<file path="src/rtl/four_point_spline_resampler_assert.svh">
// Assertion macros for the four-point spline resampler RTL.
// Used by files that include this header; expects clk and rst_n in scope.
`ifndef FOUR_POINT_SPLINE_RESAMPLER_ASSERT_SVH
`define FOUR_POINT_SPLINE_RESAMPLER_ASSERT_SVH

// same-cycle implication
`define FSR_ASSERT_NOW(label, ante, cons, msg) \
    label: assert property (@(posedge clk) disable iff (!rst_n) (ante) |-> (cons)) \
        else $error(msg);

// next-cycle implication
`define FSR_ASSERT_NEXT(label, ante, cons, msg) \
    label: assert property (@(posedge clk) disable iff (!rst_n) (ante) |=> (cons)) \
        else $error(msg);

`endif

</file>
<file path="src/rtl/fsr_pkg.sv">
// Shared types and constants for the four-point spline resampler.
// No dependencies; imported by every module of the block.
`default_nettype none

package fsr_pkg;

    localparam int STEP_W      = 21;
    localparam int SAMPLE_W    = 16;
    localparam int RES_MAX     = 48;
    localparam int RES_CNT_W   = 6;
    localparam int QUEUE_DEPTH = 2;
    localparam int QPTR_W      = 1;
    localparam int QCNT_W      = 2;

    typedef struct packed {
        logic signed [SAMPLE_W-1:0] in_sample;
        logic                       in_final;
    } in_t;

    typedef struct packed {
        logic signed [SAMPLE_W-1:0] out_sample;
        logic                       run_end;
        logic                       stream_end;
    } out_t;

    // a oldest .. d newest (d is the sample of the request itself)
    typedef struct packed {
        logic signed [SAMPLE_W-1:0] a;
        logic signed [SAMPLE_W-1:0] b;
        logic signed [SAMPLE_W-1:0] c;
        logic signed [SAMPLE_W-1:0] d;
    } win_t;

    typedef struct packed {
        win_t win;
        logic is_last;
    } item_t;

endpackage

`default_nettype wire

</file>
<file path="src/rtl/fsr_front.sv">
// Front end: accepts source samples, keeps the sample window and count,
// and works out the emit limit of each request. Depends on fsr_pkg.
`default_nettype none

module fsr_front
    import fsr_pkg::*;
#(
    parameter int COUNT_BITS = 24
)
(
    input  wire logic                  clk,
    input  wire logic                  rst_n,
    input  wire logic                  src_valid,
    output logic                       src_ready,
    input  wire in_t                   src_data,
    output logic                       q_valid,
    input  wire logic                  q_ready,
    output item_t                      q_item,
    output logic [COUNT_BITS-1:0]      q_count,
    output logic [COUNT_BITS-1:0]      q_limit
);

    localparam logic [COUNT_BITS-1:0] COUNT_MAX = {COUNT_BITS{1'b1}};

    logic signed [SAMPLE_W-1:0] recent_reg [3];
    logic [COUNT_BITS-1:0]      count_reg;
    logic                       push;

    assign src_ready = q_ready;
    assign q_valid   = src_valid;
    assign push      = src_valid && q_ready;

    always_comb
    begin
        q_item.win.a   = recent_reg[2];
        q_item.win.b   = recent_reg[1];
        q_item.win.c   = recent_reg[0];
        q_item.win.d   = src_data.in_sample;
        q_item.is_last = src_data.in_final;
        q_count        = count_reg;
        q_limit        = '0;
        // limit in whole samples: position must stay below it
        if (count_reg != COUNT_MAX)
        begin
            if (src_data.in_final)
                q_limit = count_reg + COUNT_BITS'(1);
            else if (count_reg != '0)
                q_limit = count_reg - COUNT_BITS'(1);
        end
    end

    always_ff @(posedge clk or negedge rst_n)
    begin
        if (!rst_n)
        begin
            recent_reg[0] <= '0;
            recent_reg[1] <= '0;
            recent_reg[2] <= '0;
            count_reg     <= '0;
        end
        else if (push)
        begin
            if (src_data.in_final)
            begin
                recent_reg[0] <= '0;
                recent_reg[1] <= '0;
                recent_reg[2] <= '0;
                count_reg     <= '0;
            end
            else
            begin
                recent_reg[2] <= recent_reg[1];
                recent_reg[1] <= recent_reg[0];
                recent_reg[0] <= src_data.in_sample;
                if (count_reg != COUNT_MAX)
                    count_reg <= count_reg + COUNT_BITS'(1);
            end
        end
    end

endmodule

`default_nettype wire

</file>
<file path="src/rtl/fsr_queue.sv">
// Short request queue between front end and back end.
// Depends on fsr_pkg for its depth and pointer widths.
`default_nettype none

`include "four_point_spline_resampler_assert.svh"

module fsr_queue
    import fsr_pkg::*;
#(
    parameter int DATA_W = 8
)
(
    input  wire logic              clk,
    input  wire logic              rst_n,
    input  wire logic              push_valid,
    output logic                   push_ready,
    input  wire logic [DATA_W-1:0] push_data,
    output logic                   pop_valid,
    input  wire logic              pop_ready,
    output logic [DATA_W-1:0]      pop_data
);

    logic [DATA_W-1:0] slot_reg [QUEUE_DEPTH];
    logic [QPTR_W-1:0] wr_ptr_reg;
    logic [QPTR_W-1:0] rd_ptr_reg;
    logic [QCNT_W-1:0] fill_reg;
    logic              do_push;
    logic              do_pop;

    assign push_ready = (fill_reg != QCNT_W'(QUEUE_DEPTH));
    assign pop_valid  = (fill_reg != '0);
    assign pop_data   = slot_reg[rd_ptr_reg];
    assign do_push    = push_valid && push_ready;
    assign do_pop     = pop_valid && pop_ready;

    always_ff @(posedge clk)
    begin
        if (do_push)
            slot_reg[wr_ptr_reg] <= push_data;
    end

    always_ff @(posedge clk or negedge rst_n)
    begin
        if (!rst_n)
        begin
            wr_ptr_reg <= '0;
            rd_ptr_reg <= '0;
            fill_reg   <= '0;
        end
        else
        begin
            if (do_push)
                wr_ptr_reg <= (wr_ptr_reg == QPTR_W'(QUEUE_DEPTH - 1)) ? '0
                                                                        : wr_ptr_reg + 1'b1;
            if (do_pop)
                rd_ptr_reg <= (rd_ptr_reg == QPTR_W'(QUEUE_DEPTH - 1)) ? '0
                                                                        : rd_ptr_reg + 1'b1;
            if (do_push && !do_pop)
                fill_reg <= fill_reg + 1'b1;
            else if (do_pop && !do_push)
                fill_reg <= fill_reg - 1'b1;
        end
    end

    `FSR_ASSERT_NOW(a_fill_bound, 1'b1, fill_reg <= QCNT_W'(QUEUE_DEPTH), "queue overfilled")

endmodule

`default_nettype wire

</file>
<file path="src/rtl/fsr_back.sv">
// Back end: step register, output position, blend arithmetic sequencer and
// the result register. Depends on fsr_pkg and the assertion macro header.
`default_nettype none

`include "four_point_spline_resampler_assert.svh"

module fsr_back
    import fsr_pkg::*;
#(
    parameter int COUNT_BITS = 24,
    parameter int FRAC_BITS  = 16
)
(
    input  wire logic                  clk,
    input  wire logic                  rst_n,
    input  wire logic                  cfg_we,
    input  wire logic [STEP_W-1:0]     cfg_data,
    input  wire logic                  pop_valid,
    output logic                       pop_ready,
    input  wire item_t                 pop_item,
    input  wire logic [COUNT_BITS-1:0] pop_count,
    input  wire logic [COUNT_BITS-1:0] pop_limit,
    output logic                       dst_valid,
    input  wire logic                  dst_ready,
    output out_t                       dst_data
);

    localparam int POS_W   = COUNT_BITS + FRAC_BITS + 1;
    localparam int INT_W   = COUNT_BITS + 1;
    localparam int CLAMP_W = (FRAC_BITS + 5 > STEP_W) ? FRAC_BITS + 5 : STEP_W;
    localparam int PROD_W  = FRAC_BITS + 18;
    localparam int FG_W    = 2 * FRAC_BITS;
    localparam int DD_W    = 18;
    localparam int M_W     = 2 * FRAC_BITS + 19;
    localparam int N_W     = 2 * FRAC_BITS + 20;
    localparam int Q_W     = 24;

    localparam logic [CLAMP_W-1:0] STEP_ONE = CLAMP_W'(1) << FRAC_BITS;
    localparam logic [CLAMP_W-1:0] STEP_LO  = CLAMP_W'(1) << (FRAC_BITS - 4);
    localparam logic [CLAMP_W-1:0] STEP_HI  = CLAMP_W'(1) << (FRAC_BITS + 4);

    typedef enum logic [3:0] {
        ST_IDLE = 4'b0001,
        ST_MUL  = 4'b0010,
        ST_ADD  = 4'b0100,
        ST_OUT  = 4'b1000
    } state_t;

    typedef enum logic [1:0] {
        BL_HOLD,
        BL_LIN,
        BL_FOUR
    } blend_t;

    function automatic logic signed [SAMPLE_W-1:0] sat16(input logic signed [Q_W-1:0] v);
        logic signed [SAMPLE_W-1:0] r;
        if (v > Q_W'(32767))
            r = 16'sh7fff;
        else if (v < -Q_W'(32768))
            r = 16'sh8000;
        else
            r = v[SAMPLE_W-1:0];
        return r;
    endfunction

    state_t                     state_reg, state_next;
    logic [CLAMP_W-1:0]         step_reg;
    logic [CLAMP_W-1:0]         step_use;
    logic [POS_W-1:0]           pos_reg, pos_next;
    logic [RES_CNT_W-1:0]       cnt_reg, cnt_next;
    logic                       last_reg, last_next;
    logic                       dst_valid_reg, dst_valid_next;
    out_t                       dst_data_reg;
    logic                       load_out;
    logic                       pop_last;

    logic [INT_W-1:0]           pos_int;
    logic [INT_W-1:0]           lim_ext;
    logic [INT_W-1:0]           cnt_ext;
    logic [POS_W-1:0]           pos_sum;
    logic                       has_out;
    logic                       more;

    logic [FRAC_BITS-1:0]       frac;
    logic [FRAC_BITS:0]         gfrac;
    logic signed [SAMPLE_W-1:0] op_x, op_y;
    blend_t                     mode;
    logic signed [DD_W-1:0]     dd;

    blend_t                     mode_reg;
    logic signed [SAMPLE_W-1:0] hold_reg;
    logic signed [PROD_W-1:0]   xg_reg, yf_reg;
    logic [FG_W-1:0]            fg_reg;
    logic signed [DD_W-1:0]     dd_reg;
    logic signed [PROD_W-1:0]   l_reg;
    logic signed [M_W-1:0]      m_reg;

    logic signed [N_W-1:0]      n_sum;
    logic signed [Q_W-1:0]      q_four, q_lin, q_sel;
    out_t                       res;

    // step clamp to 1/16 .. 16
    always_comb
    begin
        step_use = step_reg;
        if (step_reg < STEP_LO)
            step_use = STEP_LO;
        else if (step_reg > STEP_HI)
            step_use = STEP_HI;
    end

    assign pos_int = pos_reg[POS_W-1:FRAC_BITS];
    assign lim_ext = {1'b0, pop_limit};
    assign cnt_ext = {1'b0, pop_count};
    assign has_out = (pos_int < lim_ext);
    assign pos_sum = pos_reg + POS_W'(step_use);
    assign more    = (pos_sum[POS_W-1:FRAC_BITS] < lim_ext)
                     && (cnt_reg != RES_CNT_W'(RES_MAX - 1));

    assign frac  = pos_reg[FRAC_BITS-1:0];
    assign gfrac = (FRAC_BITS+1)'(1) << FRAC_BITS;

    // classify the current position against the window
    always_comb
    begin
        if (pos_int == cnt_ext)
        begin
            mode = BL_HOLD;
            op_x = pop_item.win.c;
            op_y = pop_item.win.d;
        end
        else if (pos_int + INT_W'(1) == cnt_ext)
        begin
            mode = BL_LIN;
            op_x = pop_item.win.c;
            op_y = pop_item.win.d;
        end
        else if (pop_count == COUNT_BITS'(2))
        begin
            mode = BL_LIN;
            op_x = pop_item.win.b;
            op_y = pop_item.win.c;
        end
        else
        begin
            mode = BL_FOUR;
            op_x = pop_item.win.b;
            op_y = pop_item.win.c;
        end
    end

    assign dd = DD_W'($signed(pop_item.win.b)) - DD_W'($signed(pop_item.win.a))
              + DD_W'($signed(pop_item.win.c)) - DD_W'($signed(pop_item.win.d));

    // rounding stage: truncate toward zero
    always_comb
    begin
        n_sum  = (N_W'(l_reg) <<< FRAC_BITS) + N_W'(m_reg);
        q_four = Q_W'($signed(n_sum[N_W-1:2*FRAC_BITS]))
               + ((n_sum[N_W-1] && (n_sum[2*FRAC_BITS-1:0] != '0)) ? Q_W'(1) : Q_W'(0));
        q_lin  = Q_W'($signed(l_reg[PROD_W-1:FRAC_BITS]))
               + ((l_reg[PROD_W-1] && (l_reg[FRAC_BITS-1:0] != '0)) ? Q_W'(1) : Q_W'(0));
        unique case (mode_reg)
            BL_FOUR: q_sel = q_four;
            BL_LIN:  q_sel = q_lin;
            BL_HOLD: q_sel = Q_W'(hold_reg);
            default: q_sel = Q_W'(hold_reg);
        endcase
        res.out_sample = sat16(q_sel);
        res.run_end    = last_reg;
        res.stream_end = last_reg && pop_item.is_last;
    end

    always_comb
    begin
        state_next     = state_reg;
        pos_next       = pos_reg;
        cnt_next       = cnt_reg;
        last_next      = last_reg;
        pop_ready      = 1'b0;
        load_out       = 1'b0;
        dst_valid_next = dst_valid_reg && !dst_ready;
        unique case (state_reg)
            ST_IDLE:
            begin
                if (pop_valid)
                begin
                    if (has_out)
                        state_next = ST_MUL;
                    else
                    begin
                        pop_ready = 1'b1;
                        if (pop_item.is_last)
                            pos_next = '0;
                    end
                end
            end
            ST_MUL:
            begin
                pos_next   = pos_sum;
                cnt_next   = cnt_reg + RES_CNT_W'(1);
                last_next  = !more;
                state_next = ST_ADD;
            end
            ST_ADD:
            begin
                state_next = ST_OUT;
            end
            ST_OUT:
            begin
                if (!dst_valid_reg || dst_ready)
                begin
                    load_out       = 1'b1;
                    dst_valid_next = 1'b1;
                    if (last_reg)
                    begin
                        pop_ready  = 1'b1;
                        cnt_next   = '0;
                        state_next = ST_IDLE;
                        if (pop_item.is_last)
                            pos_next = '0;
                    end
                    else
                        state_next = ST_MUL;
                end
            end
            default:
            begin
                state_next = ST_IDLE;
            end
        endcase
    end

    always_ff @(posedge clk or negedge rst_n)
    begin
        if (!rst_n)
        begin
            state_reg     <= ST_IDLE;
            step_reg      <= STEP_ONE;
            pos_reg       <= '0;
            cnt_reg       <= '0;
            last_reg      <= 1'b0;
            dst_valid_reg <= 1'b0;
        end
        else
        begin
            state_reg     <= state_next;
            pos_reg       <= pos_next;
            cnt_reg       <= cnt_next;
            last_reg      <= last_next;
            dst_valid_reg <= dst_valid_next;
            if (cfg_we)
                step_reg <= CLAMP_W'(cfg_data);
        end
    end

    // datapath, no reset
    always_ff @(posedge clk)
    begin
        if (state_reg == ST_MUL)
        begin
            mode_reg <= mode;
            hold_reg <= pop_item.win.d;
            xg_reg   <= PROD_W'(op_x) * PROD_W'($signed({1'b0, gfrac - (FRAC_BITS+1)'(frac)}));
            yf_reg   <= PROD_W'(op_y) * PROD_W'($signed({1'b0, frac}));
            fg_reg   <= FG_W'(frac) * FG_W'(gfrac - (FRAC_BITS+1)'(frac));
            dd_reg   <= dd;
        end
        if (state_reg == ST_ADD)
        begin
            l_reg <= xg_reg + yf_reg;
            m_reg <= M_W'($signed({1'b0, fg_reg})) * M_W'(dd_reg);
        end
        if (load_out)
            dst_data_reg <= res;
    end

    assign dst_valid = dst_valid_reg;
    assign dst_data  = dst_data_reg;
    assign pop_last  = pop_valid && pop_ready && pop_item.is_last;

    `FSR_ASSERT_NOW(a_busy_has_req, state_reg != ST_IDLE, pop_valid, "sequencer busy without request")
    `FSR_ASSERT_NOW(a_res_bound, 1'b1, cnt_reg <= RES_CNT_W'(RES_MAX), "result count past limit")
    `FSR_ASSERT_NEXT(a_end_clears_pos, pop_last, pos_reg == '0, "position not cleared at stream end")

endmodule

`default_nettype wire

</file>
<file path="src/rtl/four_point_spline_resampler.sv">
// Top level of the four-point spline resampler: front end, request queue
// and back end. Depends on fsr_pkg, fsr_front, fsr_queue and fsr_back.
//
//   port group   | direction | handshake       | payload
//   src_*        | in        | valid / ready   | in_t   (in_sample, in_final)
//   dst_*        | out       | valid / ready   | out_t  (out_sample, run_end, stream_end)
//   cfg_*        | in        | write enable    | step_ratio, unsigned Q.16
//
// A request with no result is popped straight from the idle state of the sequencer.
// Each result passes through the multiply, add and round steps of the back-end
// sequencer in order; a request leaves the queue only when its last result is loaded.
// The front end takes requests while the 2-entry queue has room.
// A stalled dst channel holds the sequencer in its round step; no data is lost.
// Async rst_n clears window, count and position; the step returns to 1.0.
`default_nettype none

module four_point_spline_resampler
    import fsr_pkg::*;
#(
    parameter int COUNT_BITS = 24,
    parameter int FRAC_BITS  = 16
)
(
    input  wire logic              clk,
    input  wire logic              rst_n,
    input  wire logic              src_valid,
    output logic                   src_ready,
    input  wire in_t               src_data,
    output logic                   dst_valid,
    input  wire logic              dst_ready,
    output out_t                   dst_data,
    input  wire logic              cfg_we,
    input  wire logic [STEP_W-1:0] cfg_data
);

    localparam int QDATA_W = 2 * COUNT_BITS + $bits(item_t);

    logic                  fq_valid, fq_ready;
    item_t                 fq_item;
    logic [COUNT_BITS-1:0] fq_count, fq_limit;
    logic                  qb_valid, qb_ready;
    logic [QDATA_W-1:0]    qb_data;
    item_t                 qb_item;
    logic [COUNT_BITS-1:0] qb_count, qb_limit;

    fsr_front #(
        .COUNT_BITS (COUNT_BITS)
    ) u_front (
        .clk       (clk),
        .rst_n     (rst_n),
        .src_valid (src_valid),
        .src_ready (src_ready),
        .src_data  (src_data),
        .q_valid   (fq_valid),
        .q_ready   (fq_ready),
        .q_item    (fq_item),
        .q_count   (fq_count),
        .q_limit   (fq_limit)
    );

    fsr_queue #(
        .DATA_W (QDATA_W)
    ) u_queue (
        .clk        (clk),
        .rst_n      (rst_n),
        .push_valid (fq_valid),
        .push_ready (fq_ready),
        .push_data  ({fq_count, fq_limit, fq_item}),
        .pop_valid  (qb_valid),
        .pop_ready  (qb_ready),
        .pop_data   (qb_data)
    );

    assign {qb_count, qb_limit, qb_item} = qb_data;

    fsr_back #(
        .COUNT_BITS (COUNT_BITS),
        .FRAC_BITS  (FRAC_BITS)
    ) u_back (
        .clk       (clk),
        .rst_n     (rst_n),
        .cfg_we    (cfg_we),
        .cfg_data  (cfg_data),
        .pop_valid (qb_valid),
        .pop_ready (qb_ready),
        .pop_item  (qb_item),
        .pop_count (qb_count),
        .pop_limit (qb_limit),
        .dst_valid (dst_valid),
        .dst_ready (dst_ready),
        .dst_data  (dst_data)
    );

endmodule

`default_nettype wire

</file>
<file path="config.mk">
export PLATFORM = sky130hd
export DESIGN_NAME = four_point_spline_resampler
export DESIGN_NICKNAME = d
export VERILOG_FILES = /design/src/rtl/fsr_pkg.sv /design/src/rtl/fsr_front.sv /design/src/rtl/fsr_queue.sv /design/src/rtl/fsr_back.sv /design/src/rtl/four_point_spline_resampler.sv
export VERILOG_INCLUDE_DIRS = /design/src /design/src/rtl
export SDC_FILE = /design/constraint.sdc
export NUM_CORES = 2
export LEC_CHECK = 0
export BUFFER_PORTS_ARGS = -buffer_cell sky130_fd_sc_hd__buf_2
export CAP_MARGIN = 30
export CORE_MARGIN = 1.5
export CORE_UTILIZATION = 48
export DETAILED_ROUTE_END_ITERATION = 10
export PLACE_DENSITY = 0.64
export SLEW_MARGIN = 20
export SYNTH_ARGS = -nofsm -noshare
export SYNTH_HDL_FRONTEND = slang
export SYNTH_HIERARCHICAL = 1
export SYNTH_SLANG_ARGS = --single-unit
</file>
<file path="constraint.sdc">
create_clock -name clk -period 16.5 [get_ports clk]
set_input_delay 1.65 -clock clk [delete_from_list [all_inputs] [get_ports clk]]
set_output_delay 1.65 -clock clk [all_outputs]
set_load 0.02 [all_outputs]
</file>
Word level (Yosys, flattened, before mapping) --
Memory sizes are Yosys's and may differ from the RTL's. Index checks and enable logic that the tools add are counted.
Word-level totals: flip-flop bits (word level) 389, memory bits (writable) 226, input port bits 43, output and inout bits 20, logic and storage cells 146, memories 1
Memories:
- u_queue.slot_reg | depth 2, bits a word 113, rd ports 1, clocked after memory_dff 0, wr ports 1, line fsr_queue.sv:23 | logic [DATA_W-1:0] slot_reg [QUEUE_DEPTH];
Operators by class: add/subtract/negate cells 18, $mul 4, magnitude comparators 6, eq/ne operators 17, multiplexer cells 47, reductions and logical operators 28
Operators with widths (count):
- $mux 41 | 5
- $pmux 41 s3 | 1
- $mux 24 | 5
- $mux 16 | 5
- $add 50x51->52 | 1
- $mul 33x18->51 | 1
- $eq 25x24->1 | 2
- $lt 25x24->1 | 2
- $mux 48 | 1
- $pmux 24 s2 | 1
- $mux 21 | 2
- $add 41x21->41 | 1
- $add 34x34->34 | 1
- $mul 16x18->34 | 1
- $mul 16x17->33 | 1
- $mul 16x32->32 | 1
- $reduce_bool 32->1 | 1
- $add 25x1->25 const B | 1
- $add 24x1->24 const B | 1
- $eq 24x2->1 const B | 1
- $gt 24x16->1 const B | 1
- $lt 24x16->1 const B | 1
- $ne 24x24->1 const B | 1
- $reduce_bool 24->1 | 1
- other kinds (40) | 81

Logic depth before layout (Yosys ltp) --
An unclocked memory read counts as a cell.
word-level depth 9, mapped depth 41, mapped depth without buffers 39

By module --
The synthesis kept the hierarchy.
Modules (own cells, without submodules):
- fsr_back | instances 1, cells each 7057, area each 65907.0 um^2, sequential area each 9001.1 um^2
- fsr_queue | instances 1, cells each 370, area each 8597.0 um^2, sequential area each 6886.6 um^2
- fsr_front | instances 1, cells each 564, area each 4495.6 um^2, sequential area each 1801.7 um^2

Worst setup path after synthesis --
Ideal clock, no wire load.
kind reg2reg, start reg u_queue.rd_ptr_reg, end reg u_back.xg_reg[33] (data pin), library setup time 0.260 ns, data arrival time 8.814 ns, required time 16.240 ns, setup slack 7.426 ns, cell stages (with the launch flop) 36, clock period less this slack 9.074 ns, path through dfrtp_1 -> buf_6 -> buf_2 -> mux2_2 -> xnor2_1 -> xor2_1 -> nand4_1 -> nor4_1 -> nand4_1 -> or4_1 -> nor4_2 -> nor2_4 -> buf_6 -> mux2i_4 -> or2_2 -> fa_1 -> inv_1 -> fa_1 -> inv_1 -> fa_1 -> inv_1 -> fa_1 -> fa_1 -> inv_1 -> fa_1 -> inv_1 -> ha_1 -> a21o_1 -> a21o_1 -> a22oi_1 -> o2111ai_1 -> a41o_1 -> a31o_2 -> a221o_1 -> a21oi_1 -> xnor2_1
Between the ends: word-level cells in the longest chain between the ends 5
RTL lines:
- start: declaration | line fsr_queue.sv:25 | logic [QPTR_W-1:0] rd_ptr_reg;
- start signal: assignment | line fsr_queue.sv:56 | rd_ptr_reg <= (rd_ptr_reg == QPTR_W'(QUEUE_DEPTH - 1)) ? '0
- $mem_v2 2x113 (*)
- via qb_data[91] | line four_point_spline_resampler.sv:42 | logic [QDATA_W-1:0] qb_data;
- $eq 25x24->1 | line fsr_back.sv:132 | else if (pos_int + INT_W'(1) == cnt_ext)
- $mux 16 | line fsr_back.sv:132
- $mux 16 (*) | line fsr_back.sv:126 | if (pos_int == cnt_ext)
- $mul 16x18->34 (*) | line fsr_back.sv:264 | xg_reg <= PROD_W'(op_x) * PROD_W'($signed({1'b0, gfrac - (FRAC_BITS+1)'(frac)}));
- end signal: assignment | line fsr_back.sv:264
- end: declaration | line fsr_back.sv:92 | logic signed [PROD_W-1:0] xg_reg, yf_reg;
The timed path passes the listed nets; every way through them passes the cells marked *. A chain may end at the register's enable or synchronous reset.

Worst setup path after layout --
start reg u_queue.rd_ptr_reg, end reg u_back.yf_reg[31] (data pin)
Between the ends: word-level cells in the longest chain between the ends 5
RTL lines:
- $mem_v2 2x113 (*)
- via qb_data[95] | line four_point_spline_resampler.sv:42
- $eq 25x24->1 | line fsr_back.sv:132
- $mux 16 | line fsr_back.sv:132
- $mux 16 (*) | line fsr_back.sv:126
- $mul 16x17->33 (*) | line fsr_back.sv:265 | yf_reg <= PROD_W'(op_y) * PROD_W'($signed({1'b0, frac}));
- end signal: assignment | line fsr_back.sv:265
- end: declaration | line fsr_back.sv:92
Marks and branches as above.

==> results.txt <==
Outcome: completed
Slowest stage cell, crit path: buf_4
Most common cell in the netlist: inv_1
Vias per inst: 5.464
Synthesized area: 79000 um2
Max cap viols: 0
Synth Instances: 7991
FF+latch count, synth: 614
RSZ-0062 raised after global routing: false
Max reg flops: 226
Crit-path max cell delay: 0.72 ns
Setup TNS: 0 ns
Port Buffers: 62
Hpwl dp: 158700 um
Filler cells: 14750
Register Area: 17690 um2
Vias in the first global route: 57790
Crit path kind: reg -> reg
Hold Crit Class: reg -> reg
Total Wirelength: 206400 um
Slew HR: 30.21%
Post-synth EDFFs: 464
Initial Util: 48.42%
Die area: 167000 um2
Largest area contributor in the netlist: fa_1
Global route overflow: 0
Footprint of the multi-input gates: 54220 um2
Yosys top cell area share: 28.53%
Top cell by count, worst path: fa_1
First-pass GRT wire length: 326400 um
Pin count of the biggest net entering global routing: 95
Clk buf depth: 3
Area delta synth->final: 6.052%
Postcts setup bufs: 0
Worst EP required: 16.90 ns
Drt drc: 0
Die extent in y: 408.7 um
CTS Root Cell: clkbuf_16
Syn_area_per_cell: 9.886 um2
Clk Latency, worst-skew pair: 0.70 ns
Ys async rst share: 24.43%
CTS resizes: 0
CTS tree: done
Initial antenna violation count: 11
Die width: 408.7 um
Hold Vio Cnt, Final: 0
Rows: 148
DRT antenna net count: 0
Layout cells sized above 1: 7.954%
Slew Viols, Final: 0
Min cycle time layout: 11.27 ns
Most area-consuming cells after synthesis: fa_1 (29%), edfxtp_1 (18%), ha_1 (11%)
Drt first pass iters: 6
Final nets: 9730
Crit path max fanout: 50
CTS clk-pin slew, worst paths: 0.06 ns
Total number of vias: 55180
Worst-margin pin slew: 1.047 ns
GRT Total Usage: 25.04%
Cell Area, Placed: 81060 um2
# IOs: 63
Fmax: 88.75 MHz
H-tree lvl count: 3
Routed wire per std cell: 20.44 um
Worst Skew: 0.05653 ns
Initial DRC Count: 3652
Yosys cell types: 100
Hold_buf cts: 0
Arr. time, crit path: 11.67 ns
Post-route cell area: 83780 um2
Synth Warn #: 6
# setup viols final: 0
CTS Sinks: 614
Tcrit/Tclk final: 68.29%
Cts bufs inserted: 74
CP startpoint kind: flip-flop
CP Capture Type: flip-flop
Sequential fraction of the synthesis area: 22.39%
Core box area: 163100 um2
Top_reg_cell synth: edfxtp_1
Routability Congestion: 0.9165
Synth cell count leaders: inv_1 (1432), fa_1 (1126), nand2_1 (784)
## critical path, delay by kind of cell, from the launching register on
kind	cells	cell delay, ns
AO/OA/AOI/OAI	9	2.08
buffers and inverters	7	1.60
adder cells (fa/ha/maj)	7	3.30
AND/OR/NAND/NOR	8	1.85
XOR/XNOR	3	0.42
flip-flops	1	0.64
multiplexers	2	1.00
## kinds of logic (layout without fill, tap and decap cells)
group,after synthesis,in the layout,share of synthesized area (%)
simple gates,2382,2382,15.20
fa+ha+maj,1826,1826,39.62
buf+inv,1817,1736,9.067
compound gates,845,845,6.975
flops,614,614,22.39
xor+xnor,328,328,3.646
mux,177,177,3.095
other cells,2,15,0.009506
## cell usage in the layout (no fill, tap or decap), types with 98 or more instances in the layout
cell	netlist	routed
edfxtp_1	464	464
a21oi_1	233	233
and2_1	292	291
fa_1	1126	1126
ha_1	700	700
dfrtp_1	148	146
or2_2	137	137
nand2b_1	231	231
xor2_1	121	121
nor2b_1	165	165
inv_1	1432	1430
nand2_1	784	783
nor2_1	359	358
xnor2_1	206	206
nand3_1	110	110
a21o_1	98	98
o21ai_0	174	174
## through the flow
step	cells	worst slack, ns	hold WS (ns)	util (%)
final	10100	5.233	0.4389	51.35
after global routing	10100	4.575	0.4517	51.35
after CTS	10080	5.207	0.4373	51.23
after global placement	9944	5.358	0.4476	49.65
after detailed placement	9948	5.258	0.4606	49.68
after floorplan	8002	7.426	0.4368	-
## worst paths after layout
check | slack [ns] | end | startpoint | depth (start not counted)
min in group asynchronous | 0.80 | u_front/q_count[14]$_DFFE_PN0P_ | rst_n | 1
worst max register to register | 5.23 | u_back/yf_reg[31]$_DFFE_PP_ | u_queue/rd_ptr_reg$_DFFE_PN0P_ | 36
worst min-delay path | 0.44 | u_queue/slot_reg[0][50]$_DFFE_PP_ | u_front/q_item[50]$_DFFE_PN0P_ | 0
worst min register to register | 0.44 | u_queue/slot_reg[0][50]$_DFFE_PP_ | u_front/q_item[50]$_DFFE_PN0P_ | 0
max in group asynchronous | 14.69 | u_front/q_item[50]$_DFFE_PN0P_ | rst_n | 3
worst max-delay path | 5.23 | u_back/yf_reg[31]$_DFFE_PP_ | u_queue/rd_ptr_reg$_DFFE_PN0P_ | 36
## metal layers
metal | GRT usage [%] | wire [um] | part of all wire, % | vias up
li1 | - | - | - | 25150
met3 | 3.552 | 12260 | 5.9 | 374
met5 | 0 | 88 | 0.043 | -
met2 | 41.87 | 99520 | 48 | 1657
met4 | 9.717 | 8175 | 4.0 | 12
met1 | 32.88 | 86320 | 42 | 27980
## layout make-up
cell class / instances / share of cell area (%)
Antenna cell: 2 / 0.005974
Clock inverter: 43 / 0.5854
Timing Repair Buffer: 165 / 1.471
Tap cell: 2175 / 3.248
Inverter: 1435 / 6.435
Sequential cell: 614 / 21.12
Clock buffer: 93 / 2.416
Multi-Input combinational cell: 5571 / 64.72
Power is not shown: default switching activity piles up to over one toggle a cycle in this logic, so the estimate is an artifact.
